### src/rtl/vrot_pkg.sv
// Shared types, register indexes and rounding helper for the vertex rotator.
`default_nettype none
package vrot_pkg;

  // Configuration register indexes
  localparam logic [1:0] REG_VEL_X = 2'd0;
  localparam logic [1:0] REG_VEL_Y = 2'd1;
  localparam logic [1:0] REG_VEL_Z = 2'd2;

  localparam logic signed [31:0] ONE_Q30 = 32'sh4000_0000;

  // Derived rotation, Q2.30; the y component of the axis is always zero
  typedef struct packed {
    logic               vel_short;
    logic signed [31:0] qa;
    logic signed [31:0] qc;
    logic signed [31:0] qw;
  } vrot_quat_t;

  // Shift right by 30, rounding half away from zero
  function automatic logic signed [41:0] rnd30(input logic signed [71:0] x);
    logic signed [72:0] xe;
    logic        [72:0] m;
    logic        [72:0] q;
    logic signed [41:0] qs;
    xe = {x[71], x};
    m  = xe[72] ? 73'(-xe) : 73'(xe);
    q  = (m + 73'(1 << 29)) >> 30;
    qs = 42'(q);
    return xe[72] ? -qs : qs;
  endfunction

endpackage
`default_nettype wire

### src/rtl/vrot_derive.sv
// Setup sequencer: normalizes the velocity and forms the shortest-arc quaternion.
`default_nettype none
module vrot_derive (
  input  wire logic               clk,
  input  wire logic               rst_n,
  input  wire logic               go,
  input  wire logic signed [31:0] vel_x,
  input  wire logic signed [31:0] vel_y,
  input  wire logic signed [31:0] vel_z,
  output logic                    busy,
  output vrot_pkg::vrot_quat_t    quat
);

  typedef enum logic [2:0] {
    ST_IDLE, ST_SQR, ST_ROOT, ST_DLOAD, ST_DIVI, ST_XFER
  } state_t;

  state_t               st_r;
  logic                 phase_r;
  logic [1:0]           k_r;
  logic [5:0]           cnt_r;
  logic [63:0]          acc_r;
  logic [63:0]          x_r;
  logic [63:0]          root_r;
  logic [63:0]          bit_r;
  logic [31:0]          den_r;
  logic [63:0]          num_r;
  logic [31:0]          rem_r;
  logic [31:0]          quo_r;
  logic signed [32:0]   op_r [3];
  logic signed [31:0]   res_r [3];
  vrot_pkg::vrot_quat_t quat_r;

  // square of the current operand magnitude
  logic [31:0] op_mag;
  logic [63:0] sq;
  always_comb begin
    op_mag = op_r[k_r][32] ? 32'(-op_r[k_r]) : 32'(op_r[k_r]);
    sq     = 64'(op_mag) * 64'(op_mag);
  end

  // one step of the bitwise square root
  logic [64:0] rt_sum;
  logic [63:0] x_nxt;
  logic [63:0] root_nxt;
  always_comb begin
    rt_sum = {1'b0, root_r} + {1'b0, bit_r};
    if ({1'b0, x_r} >= rt_sum) begin
      x_nxt    = x_r - rt_sum[63:0];
      root_nxt = (root_r >> 1) + bit_r;
    end else begin
      x_nxt    = x_r;
      root_nxt = root_r >> 1;
    end
  end

  // one step of restoring division
  logic [32:0] rem_s;
  logic [31:0] rem_nxt;
  logic        qbit;
  logic [31:0] quo_nxt;
  always_comb begin
    rem_s = {rem_r, num_r[63]};
    qbit  = rem_s >= {1'b0, den_r};
    rem_nxt = qbit ? 32'(rem_s - {1'b0, den_r}) : rem_s[31:0];
    quo_nxt = {quo_r[30:0], qbit};
  end

  always_ff @(posedge clk) begin
    if (!rst_n) begin
      st_r           <= ST_IDLE;
      phase_r        <= 1'b0;
      k_r            <= '0;
      cnt_r          <= '0;
      quat_r.vel_short <= 1'b1;
      quat_r.qa      <= '0;
      quat_r.qc      <= '0;
      quat_r.qw      <= '0;
    end else begin
      case (st_r)
        ST_IDLE: begin
          if (go) begin
            if (vel_x == '0 && vel_y == '0 && vel_z == '0) begin
              quat_r.vel_short <= 1'b1;
              quat_r.qa <= '0;
              quat_r.qc <= '0;
              quat_r.qw <= '0;
            end else begin
              op_r[0] <= 33'(vel_x);
              op_r[1] <= 33'(vel_y);
              op_r[2] <= 33'(vel_z);
              phase_r <= 1'b0;
              k_r     <= '0;
              acc_r   <= '0;
              st_r    <= ST_SQR;
            end
          end
        end
        ST_SQR: begin
          acc_r <= acc_r + sq;
          if (k_r == 2'd2) begin
            x_r    <= acc_r + sq;
            root_r <= '0;
            bit_r  <= 64'd1 << 62;
            cnt_r  <= '0;
            st_r   <= ST_ROOT;
          end else begin
            k_r <= k_r + 2'd1;
          end
        end
        ST_ROOT: begin
          x_r    <= x_nxt;
          root_r <= root_nxt;
          bit_r  <= bit_r >> 2;
          cnt_r  <= cnt_r + 6'd1;
          if (cnt_r == 6'd31) begin
            den_r <= root_nxt[31:0];
            k_r   <= '0;
            if (phase_r && root_nxt == '0) begin
              // axis opposite to +Y: half turn about X
              quat_r.vel_short <= 1'b0;
              quat_r.qa <= vrot_pkg::ONE_Q30;
              quat_r.qc <= '0;
              quat_r.qw <= '0;
              st_r      <= ST_IDLE;
            end else begin
              st_r <= ST_DLOAD;
            end
          end
        end
        ST_DLOAD: begin
          num_r <= (64'(op_mag) << 30) + 64'(den_r >> 1);
          rem_r <= '0;
          quo_r <= '0;
          cnt_r <= '0;
          st_r  <= ST_DIVI;
        end
        ST_DIVI: begin
          num_r <= num_r << 1;
          rem_r <= rem_nxt;
          quo_r <= quo_nxt;
          cnt_r <= cnt_r + 6'd1;
          if (cnt_r == 6'd63) begin
            res_r[k_r] <= op_r[k_r][32] ? -$signed(quo_nxt) : $signed(quo_nxt);
            if (k_r == 2'd2) begin
              st_r <= ST_XFER;
            end else begin
              k_r  <= k_r + 2'd1;
              st_r <= ST_DLOAD;
            end
          end
        end
        ST_XFER: begin
          if (!phase_r) begin
            // q = (dz, 0, -dx), w = 1 + dy; ordered (qx, w, qz)
            op_r[0] <= 33'(res_r[2]);
            op_r[1] <= 33'(vrot_pkg::ONE_Q30) + 33'(res_r[1]);
            op_r[2] <= -33'(res_r[0]);
            phase_r <= 1'b1;
            k_r     <= '0;
            acc_r   <= '0;
            st_r    <= ST_SQR;
          end else begin
            quat_r.vel_short <= 1'b0;
            quat_r.qa <= res_r[0];
            quat_r.qw <= res_r[1];
            quat_r.qc <= res_r[2];
            st_r      <= ST_IDLE;
          end
        end
        default: st_r <= ST_IDLE;
      endcase
    end
  end

  assign busy = (st_r != ST_IDLE);
  assign quat = quat_r;

endmodule
`default_nettype wire

### config.mk
export PLATFORM = sky130hd
export DESIGN_NAME = vrot_derive
export DESIGN_NICKNAME = d
export VERILOG_FILES = /design/src/rtl/vrot_pkg.sv /design/src/rtl/vrot_derive.sv
export SDC_FILE = /design/constraint.sdc
export NUM_CORES = 2
export LEC_CHECK = 0
export BUFFER_PORTS_ARGS = -buffer_cell sky130_fd_sc_hd__buf_4
export CORE_ASPECT_RATIO = 1.1
export CORE_MARGIN = 8
export CORE_UTILIZATION = 60
export DETAILED_ROUTE_END_ITERATION = 8
export HOLD_SLACK_MARGIN = 0.05
export PLACE_DENSITY = 0.82
export REMOVE_ABC_BUFFERS = 1
export SLEW_MARGIN = 5
export SYNTH_ARGS = -nofsm -noshare
export SYNTH_HDL_FRONTEND = slang
export SYNTH_SLANG_ARGS = --single-unit
### constraint.sdc
create_clock -name clk -period 20.6 [get_ports clk]
set_clock_uncertainty 0.1 [all_clocks]
set_input_delay 6.18 -clock clk [delete_from_list [all_inputs] [get_ports clk]]
set_output_delay 6.18 -clock clk [all_outputs]
set_load 0.02 [all_outputs]
Yosys cells after proc, flatten, opt, wreduce, memory -nomap -nowiden
Memory sizes are Yosys's and may differ from the RTL's. A register that Yosys moved wholly into a read port is not among the register bits.
Index checks and enable logic that the tools add are counted.
{"block": "classes", "addsub": 12, "multipliers": 1, "order_cmp": 2, "n_eq_ne": 18, "n_mux": 63, "bitwise": 3, "n_reduce_logical": 27}
{"cell": "$mux 64", "count": 8}
{"cell": "$pmux 64 s2", "count": 4}
{"cell": "$mux 97", "count": 5}
{"cell": "$pmux 97 s3", "count": 1}
{"cell": "$pmux 64 s3", "count": 1}
{"cell": "$mux 33", "count": 3}
{"cell": "$logic_not 32->1", "count": 3}
{"cell": "$mux 32", "count": 3}
{"cell": "$add 64x64->65", "count": 1}
{"cell": "$ge 64x65->1", "count": 1}
{"cell": "$add 63x64->64", "count": 1}
{"cell": "$add 64x64->64", "count": 1}
{"cell": "$logic_not 64->1", "count": 1}
{"cell": "$mul 32x32->64", "count": 1}
{"cell": "$neg 32->32", "count": 2}
{"cell": "$pmux 32 s2", "count": 1}
{"cell": "$sub 64x64->64", "count": 1}
{"cell": "$add 62x31->63", "count": 1}
{"cell": "$pmux 31 s2", "count": 1}
{"cell": "$add 32x32->33 const A", "count": 1}
{"cell": "$ge 33x32->1", "count": 1}
{"cell": "$neg 32->33", "count": 1}
{"cell": "$sub 32x32->32", "count": 1}
{"cell": "$ne 2x2->1 const B", "count": 10}
{"cell": "other kinds (28)", "count": 72}
{"block": "word_totals", "ff_bits": 524, "mem_bits_rw": 195, "in_bits": 99, "memories": 2}
{"name": "op_r", "depth": 3, "word_bits": 33, "read_ports": 1, "rd_clocked_by_memory_dff": 1, "wr": 3, "line_no": "vrot_derive.sv:30", "source": "logic signed [32:0] op_r [3];"}
{"name": "res_r", "depth": 3, "word_bits": 32, "read_ports": 3, "rd_clocked_by_memory_dff": 0, "wr": 1, "line_no": "vrot_derive.sv:31", "source": "logic signed [31:0] res_r [3];"}

Depth between registers and ports, before layout
{"block": "logic_depth", "ltp_word": 9, "depth_mapped": 45}

Least setup slack after synthesis
No wires, ideal clock.
{"block": "synth_path", "path_kind": "input to register", "start": "in rst_n", "end": "reg num_r[0] (enable)", "arrival_time_ns": 15.611, "required_ns": 19.692, "setup_slack_ns": 4.082, "path_stages": 2, "path_buffers": 1, "cell_sequence": "clkbuf_1 -> a21boi_0"}
{"block": "synth_between", "elab_chain_cells": 1}
{"element": "start, declared", "line_no": "vrot_derive.sv:5", "source": "input wire logic rst_n,"}
{"element": "$reduce_and 2->1 (no line)"}
{"element": "end signal, assigned", "line_no": "vrot_derive.sv:132", "source": "num_r <= (64'(op_mag) << 30) + 64'(den_r >> 1);"}
{"element": "end signal, assigned", "line_no": "vrot_derive.sv:139", "source": "num_r <= num_r << 1;"}
{"element": "end, declared", "line_no": "vrot_derive.sv:27", "source": "logic [63:0] num_r;"}
No other way between the ends.
A chain may end at the register's enable or synchronous reset.

==> impl_metrics.yaml <==
outcome:
  status: "finished clean"
finish:
  final_cell_area_mm2: 0.0756
  area_growth_pct: 8.31
  drive_gt1_share_pct: 7.99
  final_util_pct: 65.3
  multi_input_area_mm2: 0.0446
  fill_cells: 9143
  final_nets: 8667
  regArea_mm2: 0.0196
setup_path:
  critPathMostFrequentCell: "fa_1"
  cp.depth: 39
  arrival_ns: 14.00
  crit_fanout: 33
  critPathTopFamily: "adder cells"
  cpPeakStageDelay_ns: 0.79
  cp-start-kind: "register"
  reg2regPathDepth: 39
  crit_path_top_delay_cell: "clkinv_1"
  path_buf_inv: 9
  endpoint_kind: "register"
  path_class: "reg -> reg"
  required_ns: 20.93
die:
  die-area_mm2: 0.127
  ioPinCount: 197
  start_util_pct: 60.3
  fp.coreArea_mm2: 0.116
  die-height_um: 374
  rows: 131
  die_w_um: 341
synthesis:
  ys.flop_type: "edfxtp_1"
  synthCells: 7215
  synth_area_mm2: 0.0698
  synth_seq_area_share_pct: 28.0
  yosys_warnings: 0
  syn_avg_cell_area_um2: 9.67
  synth_seq_cells: 688
  async_flop_share_pct: 0
  yosysUniqueCellTypes: 89
  synth_edf_count: 577
cts:
  clk_latency_ns: 0.70
  hold_buffers: 0
  cts.clk_slew.worst_paths_ns: 0.07
  clock_sinks: 688
  root_buffer: "clkbuf_16"
  cts-resized-gates: 0
  cts_tree: "done"
  post_cts_buffers: 0
  htreeDepth: 3
  cts_buffer_depth: 3
  numCtsBuffers: 72
drt:
  ant_nets: 0
  routed_wl_um: 219000
  drcViolationCount: 0
  wl_per_cell_um: 24.7
  drt_iter0_drc: 6421
  first_pass_iters: 9
  detail_route.vias_per_cell: 6.25
  route.vias.total: 55400
placement:
  portBuffers: 196
  hpwl_um: 169000
  placedInstanceArea_mm2: 0.0729
  gp_congestion: 1.02
global_route:
  grt_pass1_wl_um: 334000
  grt_max_degree: 96
  overflow: 0
  antenna_found_initial: 4
  grtUsageTotal_pct: 33.9
  grt_pass1_vias: 56700
sta:
  tightest_slew_ns: 1.24
  min_period_over_period_pct: 66.3
  fin_tns_setup_ns: 0
  finalHoldViolCount: 0
  fin_crit_ns: 13.66
  rsz0062_at_grt: "no"
  clock.fmax_mhz: 73.2
  finalSetupViolations: 0
  slew_viol_final: 0
  timing.hold.ws_ns: 0.376
  slew_headroom_pct: 17.6
worst_hold_path:
  hp-start: "quat[64]"
  hp-class: "reg -> reg"
  whs_path_depth: 1
flow_run:
  maxCapViolCount: 0
cells by family after synthesis:
logic type	count (synthesis)	synth area share, %
xor+xnor	400	5.04
buf+inv	1557	8.49
fa+ha+maj	1295	32.7
simple gates	1960	12.8
mux	125	1.94
compound gates	1190	11.0
flops	688	28.0
registers in the layout, summed over array words and instances, names as in the netlist, named ones only:
name,cells
acc_r,64
rem_r,32
bit_r,32
x_r,64
st_r,3
phase_r,1
op_r,98
den_r,32
quat,97
root_r,64
res_r,96
quo_r,31
cnt_r,6
num_r,64
k_r,2
cells in the mapped netlist (32+ instances only):
master / instances / area share (%)
xor2_1: 179 / 2.2
o21bai_1: 49 / 0.53
a21oi_1: 279 / 2.0
a21o_1: 92 / 0.99
nor4_1: 56 / 0.50
inv_1: 1245 / 6.7
nor2_1: 624 / 3.4
or3_1: 32 / 0.29
nand2_1: 686 / 3.7
xnor2_1: 219 / 2.7
a31oi_1: 86 / 0.77
ha_1: 418 / 7.5
nor3_1: 81 / 0.58
mux2_2: 79 / 1.3
fa_1: 877 / 25
o21ai_0: 297 / 2.1
and2_1: 73 / 0.65
nand3_1: 88 / 0.63
clkbuf_1: 242 / 1.3
and3_1: 104 / 0.93
a211oi_1: 51 / 0.55
nand4_1: 58 / 0.52
dfxtp_1: 111 / 3.2
edfxtp_1: 577 / 25
o31ai_1: 35 / 0.38
nor2b_1: 39 / 0.35
a22o_1: 98 / 1.2
mux2i_1: 45 / 0.65
path summary, 6_finish.rpt:
check | endpoint | slack (ns)
max | x_r[63] | 6.94
min | quat[64] | 0.38
max reg2reg | x_r[63] | 6.94
min reg2reg | quat[64] | 0.38
routing by layer:
metal | share of wire (%) | GRT usage (%) | up-vias
li1 | - | - | 23900
met1 | 36 | 43.7 | 27100
met2 | 45 | 52.5 | 3417
met3 | 11 | 6.90 | 917
met4 | 7.7 | 21.1 | 2
met5 | 0.0073 | 0 | -
final cells by class:
cell class | count | area share (%)
well taps | 1529 | 2.53
clock buffers | 84 | 2.52
repair buffers | 282 | 2.80
diodes | 5 | 0.0166
multi-input cells | 4970 | 59.0
flip-flops and latches | 688 | 25.9
inverters | 1259 | 6.25
clock inverters | 49 | 0.957
stage by stage:
step                worst slack (ns)  instances
floorplan                       4.33       6917
detailed placement              7.17       8728
global route                    6.21       8861
finish                          6.94       8866
CTS                             7.12       8861
global placement                7.34       8728
placed cells by master (no fill, tap or decap), drive strengths merged, types with 35 or more instances in the layout:
cell type and n:
nand2 686, and3 104, ha 418, xnor2 219, and2 74, edfxtp 577
fa 877, buf 282, a211oi 54, mux2 80, nand3 88, clkbuf 84
a31oi 86, nor3 82, a21o 92, nor4 58, nor2 624, mux2i 45
nand4 59, inv 1253, o21bai 49, a21oi 281, clkinv 38, a22o 98
nor2b 39, o31ai 35, o21ai 303, xor2 181, dfxtp 111
Power is left out: the tool's default activity adds up to more than one toggle a clock period on the data nets, which glitch-free logic cannot reach.
